### src/rtl/core/cfb_pkg.sv
// ----------------------------------------------------------------------------
// cfb_pkg
// Shared types, constants and the CRC-16 byte update for the command frame
// builder.
// ----------------------------------------------------------------------------
`default_nettype none

package cfb_pkg;

    localparam int unsigned BYTE_W      = 8;
    localparam int unsigned CRC_W       = 16;
    localparam int unsigned S_TDATA_W   = 40;

    localparam logic [CRC_W-1:0]  CRC_POLY       = 16'h8408;
    localparam logic [CRC_W-1:0]  CRC_INIT       = 16'h0000;
    localparam logic [BYTE_W-1:0] FRAME_OVERHEAD = 8'd6;

    // Item kinds carried on the slave tuser bit
    localparam logic KIND_HEADER  = 1'b0;
    localparam logic KIND_PAYLOAD = 1'b1;

    // Byte-emission sequencer, one-hot
    typedef enum logic [6:0] {
        PH_LEN   = 7'b0000001,
        PH_ENC   = 7'b0000010,
        PH_CMD   = 7'b0000100,
        PH_DATA  = 7'b0001000,
        PH_NONCE = 7'b0010000,
        PH_CRCH  = 7'b0100000,
        PH_CRCL  = 7'b1000000
    } t_phase;

    // Reflected CRC-16 update, one byte (LSB first)
    function automatic logic [CRC_W-1:0] crc_byte(input logic [CRC_W-1:0] crc,
                                                  input logic [BYTE_W-1:0] b);
        logic [CRC_W-1:0] c;
        c = crc ^ {8'h00, b};
        for (int i = 0; i < BYTE_W; i++) begin
            if (c[0]) begin
                c = (c >> 1) ^ CRC_POLY;
            end else begin
                c = c >> 1;
            end
        end
        return c;
    endfunction

endpackage

`default_nettype wire

### src/rtl/core/command_frame_builder_crc16.sv
// ----------------------------------------------------------------------------
// command_frame_builder_crc16
// Builds length-prefixed command frames one byte per transaction and appends
// the nonce and a CRC-16 (reflected poly 0x8408, init 0), high byte first.
// ----------------------------------------------------------------------------
//  Channel  | Dir | tdata                                  | tuser      | tlast
//  ---------+-----+----------------------------------------+------------+----------
//  s_axis   | in  | cmd, enc type, payload len, nonce, data | 0 hdr/1 pl | -
//  m_axis   | out | frame byte                             | -          | frame end
//
//  A payload byte inside a frame emits one frame byte; a header emits three
//  bytes, and the closing item adds three more for nonce and CRC. A payload
//  item outside a frame is dropped with no output. The single output register
//  lets one frame byte leave per cycle while m_axis is ready. Reset is
//  synchronous, active low, and closes any open frame. Back-pressure on m_axis
//  holds the sequencer and, through it, s_axis_tready.
// ----------------------------------------------------------------------------
`default_nettype none

module command_frame_builder_crc16
    import cfb_pkg::*;
(
    input  wire logic                 i_clk,
    input  wire logic                 i_rst_n,
    // slave side
    input  wire logic                 s_axis_tvalid,
    output logic                      s_axis_tready,
    // [7:0] command_code, [15:8] encode_type, [23:16] payload_len,
    // [31:24] nonce, [39:32] data_byte
    input  wire logic [S_TDATA_W-1:0] s_axis_tdata,
    // [0] kind
    input  wire logic                 s_axis_tuser,
    // master side
    output logic                      m_axis_tvalid,
    input  wire logic                 m_axis_tready,
    // [7:0] frame_byte
    output logic [BYTE_W-1:0]         m_axis_tdata,
    output logic                      m_axis_tlast
);

    // Input (job) register
    logic              r_job_valid, n_job_valid;
    t_phase            r_phase, n_phase;
    logic [BYTE_W-1:0] r_cmd, r_enc, r_plen, r_nonce_in, r_data;

    // Frame state
    logic              r_in_frame, n_in_frame;
    logic [BYTE_W-1:0] r_bytes_left, n_bytes_left;
    logic [CRC_W-1:0]  r_crc, n_crc;
    logic [BYTE_W-1:0] r_held_nonce, n_held_nonce;

    // Output register
    logic              r_out_valid;
    logic [BYTE_W-1:0] r_out_byte;
    logic              r_out_last;

    logic              emit_ok, emit, done, accept;
    logic [BYTE_W-1:0] emit_byte;
    logic              emit_last;

    always_comb begin
        emit_ok      = !r_out_valid || m_axis_tready;
        emit         = 1'b0;
        done         = 1'b0;
        emit_byte    = '0;
        emit_last    = 1'b0;
        n_phase      = r_phase;
        n_in_frame   = r_in_frame;
        n_bytes_left = r_bytes_left;
        n_crc        = r_crc;
        n_held_nonce = r_held_nonce;

        if (r_job_valid) begin
            case (r_phase)
                PH_LEN: begin
                    emit_byte = r_plen + FRAME_OVERHEAD;
                    if (emit_ok) begin
                        emit         = 1'b1;
                        n_crc        = crc_byte(CRC_INIT, emit_byte);
                        n_held_nonce = r_nonce_in;
                        n_bytes_left = r_plen;
                        n_in_frame   = 1'b1;
                        n_phase      = PH_ENC;
                    end
                end
                PH_ENC: begin
                    emit_byte = r_enc;
                    if (emit_ok) begin
                        emit    = 1'b1;
                        n_crc   = crc_byte(r_crc, emit_byte);
                        n_phase = PH_CMD;
                    end
                end
                PH_CMD: begin
                    emit_byte = r_cmd;
                    if (emit_ok) begin
                        emit  = 1'b1;
                        n_crc = crc_byte(r_crc, emit_byte);
                        if (r_bytes_left == '0) begin
                            n_phase = PH_NONCE;
                        end else begin
                            done = 1'b1;
                        end
                    end
                end
                PH_DATA: begin
                    emit_byte = r_data;
                    if (!r_in_frame) begin
                        // payload outside a frame: drop it
                        done = 1'b1;
                    end else if (emit_ok) begin
                        emit         = 1'b1;
                        n_crc        = crc_byte(r_crc, emit_byte);
                        n_bytes_left = r_bytes_left - 8'd1;
                        if (n_bytes_left == '0) begin
                            n_phase = PH_NONCE;
                        end else begin
                            done = 1'b1;
                        end
                    end
                end
                PH_NONCE: begin
                    emit_byte = r_held_nonce;
                    if (emit_ok) begin
                        emit    = 1'b1;
                        n_crc   = crc_byte(r_crc, emit_byte);
                        n_phase = PH_CRCH;
                    end
                end
                PH_CRCH: begin
                    emit_byte = r_crc[15:8];
                    if (emit_ok) begin
                        emit    = 1'b1;
                        n_phase = PH_CRCL;
                    end
                end
                PH_CRCL: begin
                    emit_byte = r_crc[7:0];
                    emit_last = 1'b1;
                    if (emit_ok) begin
                        emit         = 1'b1;
                        n_in_frame   = 1'b0;
                        n_bytes_left = '0;
                        done         = 1'b1;
                    end
                end
                default: begin
                    done = 1'b1;
                end
            endcase
        end

        s_axis_tready = !r_job_valid || done;
        accept        = s_axis_tvalid && s_axis_tready;

        if (accept) begin
            n_job_valid = 1'b1;
            n_phase     = (s_axis_tuser == KIND_PAYLOAD) ? PH_DATA : PH_LEN;
        end else if (done) begin
            n_job_valid = 1'b0;
        end else begin
            n_job_valid = r_job_valid;
        end
    end

    always_ff @(posedge i_clk) begin
        if (!i_rst_n) begin
            r_job_valid  <= 1'b0;
            r_phase      <= PH_LEN;
            r_in_frame   <= 1'b0;
            r_bytes_left <= '0;
            r_crc        <= CRC_INIT;
            r_held_nonce <= '0;
            r_out_valid  <= 1'b0;
        end else begin
            r_job_valid  <= n_job_valid;
            r_phase      <= n_phase;
            r_in_frame   <= n_in_frame;
            r_bytes_left <= n_bytes_left;
            r_crc        <= n_crc;
            r_held_nonce <= n_held_nonce;
            if (emit) begin
                r_out_valid <= 1'b1;
            end else if (m_axis_tready) begin
                r_out_valid <= 1'b0;
            end
        end
    end

    // Job data and output byte registers, no reset
    always_ff @(posedge i_clk) begin
        if (accept) begin
            r_cmd      <= s_axis_tdata[7:0];
            r_enc      <= s_axis_tdata[15:8];
            r_plen     <= s_axis_tdata[23:16];
            r_nonce_in <= s_axis_tdata[31:24];
            r_data     <= s_axis_tdata[39:32];
        end
        if (emit) begin
            r_out_byte <= emit_byte;
            r_out_last <= emit_last;
        end
    end

    assign m_axis_tvalid = r_out_valid;
    assign m_axis_tdata  = r_out_byte;
    assign m_axis_tlast  = r_out_last;

    // ------------------------------------------------------------------------
    // Assertions
    // ------------------------------------------------------------------------
    a_accept_loads_job: assert property (@(posedge i_clk) disable iff (!i_rst_n)
        s_axis_tvalid && s_axis_tready |=> r_job_valid)
        else $error("accepted transaction did not load the job register");

    a_tail_in_frame: assert property (@(posedge i_clk) disable iff (!i_rst_n)
        r_job_valid && (r_phase == PH_NONCE || r_phase == PH_CRCH ||
                        r_phase == PH_CRCL) |-> r_in_frame)
        else $error("frame tail sequenced with no open frame");

    a_last_closes_frame: assert property (@(posedge i_clk) disable iff (!i_rst_n)
        m_axis_tvalid && m_axis_tlast |-> !r_in_frame)
        else $error("frame end shown while frame still open");

    a_crcl_gives_last: assert property (@(posedge i_clk) disable iff (!i_rst_n)
        r_job_valid && r_phase == PH_CRCL && emit_ok |=> m_axis_tvalid && m_axis_tlast)
        else $error("low CRC byte not marked as frame end");

    a_no_emit_when_idle: assert property (@(posedge i_clk) disable iff (!i_rst_n)
        !r_job_valid && m_axis_tready |=> !m_axis_tvalid)
        else $error("output produced with no job in flight");

endmodule

`default_nettype wire
### config.mk
export PLATFORM = sky130hd
export DESIGN_NAME = command_frame_builder_crc16
export DESIGN_NICKNAME = d
export VERILOG_FILES = /design/src/rtl/core/cfb_pkg.sv /design/src/rtl/core/command_frame_builder_crc16.sv
export SDC_FILE = /design/constraint.sdc
export NUM_CORES = 1
export LEC_CHECK = 0
export BUFFER_PORTS_ARGS = -buffer_cell sky130_fd_sc_hd__buf_2
export CAP_MARGIN = 10
export CORE_ASPECT_RATIO = 0.8
export CORE_MARGIN = 2
export CORE_UTILIZATION = 35
export CTS_CLUSTER_DIAMETER = 50
export DETAILED_ROUTE_END_ITERATION = 8
export GPL_TIMING_DRIVEN = 0
export PLACE_DENSITY = 0.51
export SYNTH_ARGS = -nofsm -noshare
export SYNTH_HDL_FRONTEND = slang
export SYNTH_SLANG_ARGS = --single-unit
### constraint.sdc
create_clock -name i_clk -period 5.4 [get_ports i_clk]
set_input_delay 0.54 -clock i_clk [delete_from_list [all_inputs] [get_ports i_clk]]
set_output_delay 0.54 -clock i_clk [all_outputs]
set_load 0.02 [all_outputs]
Word level (Yosys, flattened, before mapping):

Index checks and enable logic that the tools add are counted.
W data, S select, Z words.

* register bits: 91
* latch bits: 0
* bits in writable memories: 0
* bits in read-only memories: 0
* bits of input ports: 45
* memories: 0

* $add $sub $neg: 2
* $mul: 0
* divide/modulo/power cells: 0
* magnitude comparators: 0
* equality and inequality tests: 23
* shifts and indexed selects: 0
* mux-type cells: 197
* bitwise gates (word level): 44
* reduce and logical (&&, ||, !) cells: 21

Operator list (count)
* $mux W16: 158
* $not A2 Y3: 39
* $pmux W16 S5: 1
* $mux W7: 11
* $xor A16 B8 Y16: 4
* $pmux W8 S7: 1
* $pmux W7 S6: 1
* $mux W8: 4
* $ne A3 B3 Y1 const B: 9
* $pmux W8 S3: 1
* $logic_not A8 Y1: 2
* $mux W1: 16
* $ne A2 B2 Y1 const B: 7
* $reduce_and A11 Y1: 1
* $add A8 B3 Y8 const B: 1
* $reduce_and A8 Y1: 1
* $reduce_bool A2 Y1: 4
* $sub A8 B1 Y8 const B: 1
* $eq A7 B1 Y1 const B: 1
* $eq A7 B2 Y1 const B: 1
* $eq A7 B3 Y1 const B: 1
* $eq A7 B4 Y1 const B: 1
* $eq A7 B5 Y1 const B: 1
* $eq A7 B6 Y1 const B: 1
* 16 further kinds: 19

Longest topological paths before layout:

Gate-level depths: netlist (run 1).

* word-level depth: 48
* depth in mapped cells: 9
* mapped depth without buffers: 8

Worst setup path after synthesis (run 1):

OpenSTA, ideal clock, no wires.

* kind: flip-flop to flip-flop
* from: reg r_phase[6]
* to: reg r_cmd[0] (enable)
* library setup time: 0.394 ns
* arrival time: 2.543 ns
* setup slack: 2.463 ns
* cell stages (with the launch flop): 8
* path buffers: 2
* cells stage by stage: dfxtp_1 > buf_2 > nor3_2 > nand4_1 > clkbuf_1 > o32ai_2 > o31ai_4 > inv_1

* word-level cells in the longest chain between the ends: 6

Ends and longest elaborated chain
* from (decl): RTL line command_frame_builder_crc16.sv:43 `t_phase r_phase, n_phase;`
* from (signal assigned): RTL line command_frame_builder_crc16.sv:177 `r_phase <= n_phase;`
* $eq A7 B6 Y1, or another cell as far along: RTL line command_frame_builder_crc16.sv:74 `case (r_phase)`
* $reduce_or A4 Y1 (no source line)
* $pmux W1 S4 (*): RTL line command_frame_builder_crc16.sv:74
* $mux W1 (*): RTL line command_frame_builder_crc16.sv:73 `if (r_job_valid) begin`
* $logic_or A1 B1 Y1 (*): RTL line command_frame_builder_crc16.sv:153 `s_axis_tready = !r_job_valid || done;`
* $logic_and A1 B1 Y1 (*): RTL line command_frame_builder_crc16.sv:154 `accept = s_axis_tvalid && s_axis_tready;`
* named net accept: RTL line command_frame_builder_crc16.sv:57 `logic emit_ok, emit, done, accept;`
* to (signal assigned): RTL line command_frame_builder_crc16.sv:193 `r_cmd <= s_axis_tdata[7:0];`
* to (decl): RTL line command_frame_builder_crc16.sv:44 `logic [BYTE_W-1:0] r_cmd, r_enc, r_plen, r_nonce_in, r_data;`

The timed path passes the listed nets; every way through them passes the cells marked *.
A chain may end at the register's enable or synchronous reset.

Final worst setup path (run 1):

* from: reg r_phase[6]
* to: out s_axis_tready

* word-level cells in the longest chain between the ends: 5

Ends and longest elaborated chain
* $eq A7 B6 Y1, or another cell as far along: RTL line command_frame_builder_crc16.sv:74
* $reduce_or A4 Y1 (no source line)
* $pmux W1 S4 (*): RTL line command_frame_builder_crc16.sv:74
* $mux W1 (*): RTL line command_frame_builder_crc16.sv:73
* $logic_or A1 B1 Y1 (*): RTL line command_frame_builder_crc16.sv:153
* to (decl): RTL line command_frame_builder_crc16.sv:27 `output logic s_axis_tready,`

Mark *: on every way between the ends. The rest lies on a longest branch, timed or not.

==> results of run 1 <==
final timing paths:
path | end | slack [ns]
setup / recovery | s_axis_tready | 1.93
setup reg to reg | r_enc[1] | 1.94
hold / removal | r_cmd[4] | 0.35
hold reg to reg | r_bytes_left[6] | 0.51
power by group through the flow:
stage	registers [mW]	clock network (mW)	logic, mW
after global placement	0.879	0	0.609
after detailed placement	0.879	0	0.617
final	0.866	0.685	0.626
after global routing	0.871	0.722	0.680
after CTS	0.864	0.694	0.620
after floorplan	0.862	0	0.463
routing by layer:
layer / global-route usage / vias up
met5: 0 / -
met4: 0.0634 / 0
met3: 0.0450 / 29
met2: 0.343 / 197
met1: 0.294 / 2413
li1: - / 2261
cell families (layout without fill, tap and decap cells):
kind of cell               count (synthesis)  after routing  share of synthesized area
muxes                                     14             14                     0.0254
AOI/OAI and AO/OA                        171            171                      0.218
adders and majority gates                  4              4                    0.00899
buffers and inverters                     53            124                     0.0418
DFF                                       91             91                      0.415
and+or+nand+nor                          139            139                      0.135
xor gates and xnor gates                  99             99                      0.156
Yosys cell counts (3+ instances only):
cell type  count  area share
nand2b_1       7      0.0079
mux2i_1       13       0.023
or2_2          3      0.0034
nand3b_1       3      0.0040
nand3_1        4      0.0036
a31oi_1        8      0.0090
dfxtp_1       42        0.15
a211oi_2       3      0.0067
o22ai_1       22       0.025
a221oi_1       7       0.011
a21oi_1       26       0.023
nand4_1        4      0.0045
edfxtp_1      49        0.26
o221ai_1       4      0.0063
a222oi_1       5      0.0090
nor2_1        27       0.018
a211oi_1       6      0.0081
or3_1          5      0.0056
a22o_1         3      0.0047
and2_1         3      0.0034
clkbuf_1      18       0.012
nor4_1         3      0.0034
a22oi_1       17       0.023
nor3b_1        5      0.0067
and3_1         6      0.0067
a21boi_0       7      0.0094
ha_1           4      0.0090
nand2_1       47       0.032
o21ai_0       28       0.025
o21a_1         3      0.0040
inv_1         17       0.011
xor2_1        32       0.050
nor3_1         8      0.0072
xnor2_1       67        0.11
buf_1          3      0.0020
o211ai_1       8       0.011
buf_2         12       0.011
state kept, by name, summed over array words and instances, names as in the netlist, 8 cells and up:
signal and cells:
r_crc 16, m_axis_tdata 8, r_bytes_left 8, r_cmd 8
r_data 8, r_enc 8, r_held_nonce 8, r_nonce_in 8
r_plen 8
critical path: stages (launching register included):
cell and delay, ns:
dfxtp_1 0.31, buf_2 0.18, nor3_2 0.71, nand4_1 0.20, clkbuf_1 0.37, o32ai_2 0.45, nor3_1 0.13, inv_1 0.08
buf_2 0.15
cell type report:
| type | count | share of cell area |
|---|---|---|
| Clock inverter | 7 | 0.0136 |
| Tap cell | 215 | 0.0418 |
| Inverter | 17 | 0.00993 |
| Timing Repair Buffer | 55 | 0.0432 |
| Clock buffer | 9 | 0.0350 |
| Sequential cell | 91 | 0.360 |
| Multi-Input combinational cell | 427 | 0.470 |
| Buffer | 36 | 0.0263 |
==> results.cfg, run 1 <==
[run_status]
outcome = complete, no violations

[placement]
post-place-ws_ns = 1.96
dp_cells = 841
dpl.hpwl_um = 13400
port-buffer-count = 54
place_area_mm2 = 0.00612
gp_congestion = 0.894

[cts]
cts-buffers-inserted = 9
clock_latency_ns = 0.36
cts_max_level = 3
cts_buffer_depth = 2
cts.sinks = 91
cts-root-buf = clkbuf_16
hold_buffers = 0
cts_resized = 0
post_cts_buffers = 0
clkTransAtPathRegs_ns = 0.07
cts_tree = done

[yosys]
synth_seq_cells = 91
async_reset_ff_frac = 0
seq_area_frac_synth = 0.415
synth_area_mm2 = 0.00557
ys_warn_count = 0
synth_ff_type = edfxtp_1
synth_edf_count = 49
ys_types = 70
syn_nets = 620
syn_area_per_cell_um2 = 9.75
synthCells = 571

[worst_setup_path]
ff2ff_path_depth = 7
end_kind = output port
worstPathMaxFanout = 10
crit_type = reg -> out
cp_data_required_time_ns = 4.86
r2r-start = r_phase[6]
crit_arrival_ns = 2.93
cp-startpoint = r_phase[6]
cp-start-kind = flip-flop

[drt]
vias = 4900
dr_wl_met3_um = 1100
routed-wl-met2_um = 8080
drt_wl_total_um = 17900
final_antenna_net_count = 0
routedWlPerCell_um = 20.9
drtIter0Drc = 520
drt_first_pass_iters = 5
routedLengthMet1_um = 8300
via_per_inst = 5.72
drc = 0
top_layer_used = met4

[finish]
drive_above_1_share = 0.173
layout_common_cells = xnor2_1 (67), buf_2 (66), edfxtp_1 (49)
regArea_mm2 = 0.00231
num-fill-cells = 1546
finish.net_count = 686
antenna_cells = 0
multi_input_area_mm2 = 0.00302
fin_util = 0.411
fin_cells = 857
syn_to_final_growth_pct = 15.4
final_common_cell = xnor2_1
final_area_mm2 = 0.00643

[run]
drv_cap = 0

[hold_path]
worstHoldStart = s_axis_tdata[4]
hold_class = in -> reg
min_path_cells = 1

[power_and_ir_drop]
powerDensity_mw_per_mm2 = 339
leakage_nw = 2.32
p_sw_frac = 0.344
clkPwrFrac = 0.314
p_sw_mw = 0.749
comb_power_share = 0.288
vdd.ir_drop.worst_v = 0.000217
p_total_mw = 2.18
p_int_mw = 1.43
pwr-share-seq = 0.398

[sta]
finalHoldViolCount = 0
setup_viol = 0
max_freq_ghz = 0.288
finalClockSkew_ns = 0.00774
fin_tns_setup_ns = 0
grt_setup_unrepaired = false
relSlewSlack = 0.131
slew_viol_final = 0
holdWs_ns = 0.349
final.period_utilization = 0.642
setup_ws_ns = 1.93
tightest_slew_ns = 1.30
post-route-min-period_ns = 3.47

[global_routing]
grt_usage = 0.214
grt_pass1_wl_um = 27400
antenna_found_initial = 0
grt_max_degree = 41
grt_pass1_vias = 4706
grt_overflow = 0

[floorplan]
core_area_mm2 = 0.0156
die_w_um = 145
die_h_um = 117
initial_utilization = 0.356
ios = 56
row_count = 41
dieArea_mm2 = 0.0169
No activity file was read; power rests on OpenSTA's default activity.
==> run 2, diff against run 1 <==
--- a/config.mk
+++ b/config.mk
@@ -13,7 +13,7 @@
 export CTS_CLUSTER_DIAMETER = 50
 export DETAILED_ROUTE_END_ITERATION = 8
 export GPL_TIMING_DRIVEN = 0
-export PLACE_DENSITY = 0.51
+export PLACE_DENSITY = 0.53
 export SYNTH_ARGS = -nofsm -noshare
 export SYNTH_HDL_FRONTEND = slang
 export SYNTH_SLANG_ARGS = --single-unit
==> constraint.sdc (replaced) <==
create_clock -name i_clk -period 2.8 [get_ports i_clk]
set_input_delay 0.28 -clock i_clk [delete_from_list [all_inputs] [get_ports i_clk]]
set_output_delay 0.28 -clock i_clk [all_outputs]
set_load 0.02 [all_outputs]
==> run 2 against run 1 <==
Net effect: critical path depth is 1 lower; final area up 2.0%; highest routed layer unchanged; non-clock buffer count increased by 6; total power up 88%.
==> results.cfg, run 2 (synthesis gave the netlist of run 1 again) <==
[worst_setup_path]
ff2ff_path_depth = 10
r2r-end = m_axis_tdata[7]
path_common_cell = buf_2
ff2ff_setup_slack_ns = 0.11
worstPathMaxFanout = 10
cp-start-kind = flip-flop
crit_type = reg -> out
crit_path_max_incr_delay_ns = 0.49
crit_slowest_cell = a211oi_1
end_kind = output port
crit_chain = buf_2 -> nor4b_4 -> nand2_1 -> a211oi_1 -> nor3_1 -> inv_1 -> buf_2
r2r-start = r_phase[2]
cp_data_required_time_ns = 2.52
crit_arrival_ns = 2.43

[floorplan]
initial_utilization = 0.356
ios = 56
dieArea_mm2 = 0.0169
die_w_um = 145
die_h_um = 117
core_area_mm2 = 0.0156
row_count = 41

[global_routing]
grt-busiest-layer = met2
grt.met1_usage = 0.289
gr-usage-met3 = 0.0461
grt_overflow = 0
grt_max_degree = 17
antenna_found_initial = 0
grt_pass1_wl_um = 27600
grt_use_met2 = 0.350
grt_pass1_vias = 4765
grt_usage = 0.217

[run]
drv_cap = 0

[cts]
cts_max_level = 3
cts_buffer_depth = 2
clock_latency_ns = 0.37
cts.sinks = 91
cts_tree = done
cts-buffers-inserted = 9
clkTransAtPathRegs_ns = 0.07
hold_buffers = 0
cts-root-buf = clkbuf_16

[placement]
port-buffer-count = 54
gp_congestion = 0.906
dpl.hpwl_um = 13300

[sta]
finalHoldViolCount = 0
finalClockSkew_ns = 0.0128
tightest_slew_ns = 0.722
setup_viol = 0
holdWs_ns = 0.0850
post-route-min-period_ns = 2.71
final.period_utilization = 0.969
grt_setup_unrepaired = false
max_freq_ghz = 0.369
slew_viol_final = 0
relSlewSlack = 0.517

[drt]
drtIter0Drc = 498
drt_first_pass_iters = 5
final_antenna_net_count = 0
routedWlPerCell_um = 21.1
drt_wl_total_um = 18200
vias = 4914
via_per_inst = 5.67
drc = 0

[finish]
syn_to_final_growth_pct = 17.7
largest-register = r_crc
drive_above_1_share = 0.200
final_common_cell = xnor2_1
layout_common_cells = xnor2_1 (67), buf_2 (66), edfxtp_1 (49)
num-fill-cells = 1577
finish.net_count = 695
antenna_cells = 0
largest_reg_flops = 16
fin_util = 0.419

[hold_path]
hold_class = in -> reg
min_path_cells = 1
worstHoldStart = s_axis_tdata[38]
min_to = r_data[6]

[run_status]
outcome = complete, no violations

[power_and_ir_drop]
leakage_nw = 2.36
powerDensity_mw_per_mm2 = 626
vdd.ir_drop.worst_v = 0.000354
p_total_mw = 4.10
## run 2: changes by cell type in the layout (fill, tap and decap cells not counted), sizes merged
cell,before,now
buf,73,80
bufinv,1,0
clkinvlp,0,6
inv,22,19
## run 2: worst max-delay path by stage
| stage | startpoint | endpoint | slack, ns | cells past startpoint |
|---|---|---|---|---|
| finish | r_phase[1] | s_axis_tready | 0.09 | 7 |
| floorplan | r_phase[2] | r_cmd[0] | 0.01 | 7 |
| global placement | r_phase[3] | r_cmd[0] | -0.76 | 7 |
| CTS | r_phase[2] | s_axis_tready | 0.02 | 8 |
| global route | r_phase[1] | s_axis_tready | 0.002 | 7 |
| detailed placement | r_phase[6] | r_cmd[0] | -0.81 | 7 |
## run 2: area by class of cell
class                           count  area (um^2)  share of cell area
Buffer                             34          166              0.0254
Clock buffer                       10          229              0.0349
Clock inverter                      6         48.8             0.00744
Inverter                           17         67.6              0.0103
Multi-Input combinational cell    427         3090               0.471
Sequential cell                    91         2310               0.353
Tap cell                          215          269              0.0410
Timing Repair Buffer               63          354              0.0540
Timing Repair inverter              3         22.5             0.00344
## run 2: repair_timing
item / in CTS / in global routing
setup endpoints to repair: 65 / 55
gates resized for setup: 8 / 9
pin swaps: 3 / 1
buffers inserted: 5 / 3
gates cloned: 3 / 0
## run 2: power breakdown
group / internal, mW / leakage (nW) / switching, mW / total (mW)
registers: 1.54 / 0.819 / 0.128 / 1.67
clock network: 0.613 / 0.131 / 0.579 / 1.19
logic: 0.518 / 1.41 / 0.723 / 1.24
## run 2: through the flow
| step | area [um^2] | TNS [ns] | instances | setup slack (ns) |
|---|---|---|---|---|
| after floorplan | 5580 | 0 | 571 | 0.0135 |
| after global placement | 6120 | -34.14 | 840 | -0.764 |
| after detailed placement | 6130 | -33.94 | 841 | -0.810 |
| after CTS | 6500 | 0 | 865 | 0.0169 |
| after global routing | 6560 | 0 | 866 | 0.00223 |
| final | 6560 | 0 | 866 | 0.0867 |
## run 2: metal layers
metal,vias up,routed length [um]
met4,0,541
met2,207,8150
met1,2395,8340
li1,2273,-
met5,-,0
met3,39,1210
## run 2: critical path, delay by kind of cell, from the launching register on
| family | cells | cell delay [ns] |
|---|---|---|
| flops | 1 | 0.34 |
| compound gates | 1 | 0.49 |
| buf+inv | 3 | 0.45 |
| simple gates | 3 | 0.79 |
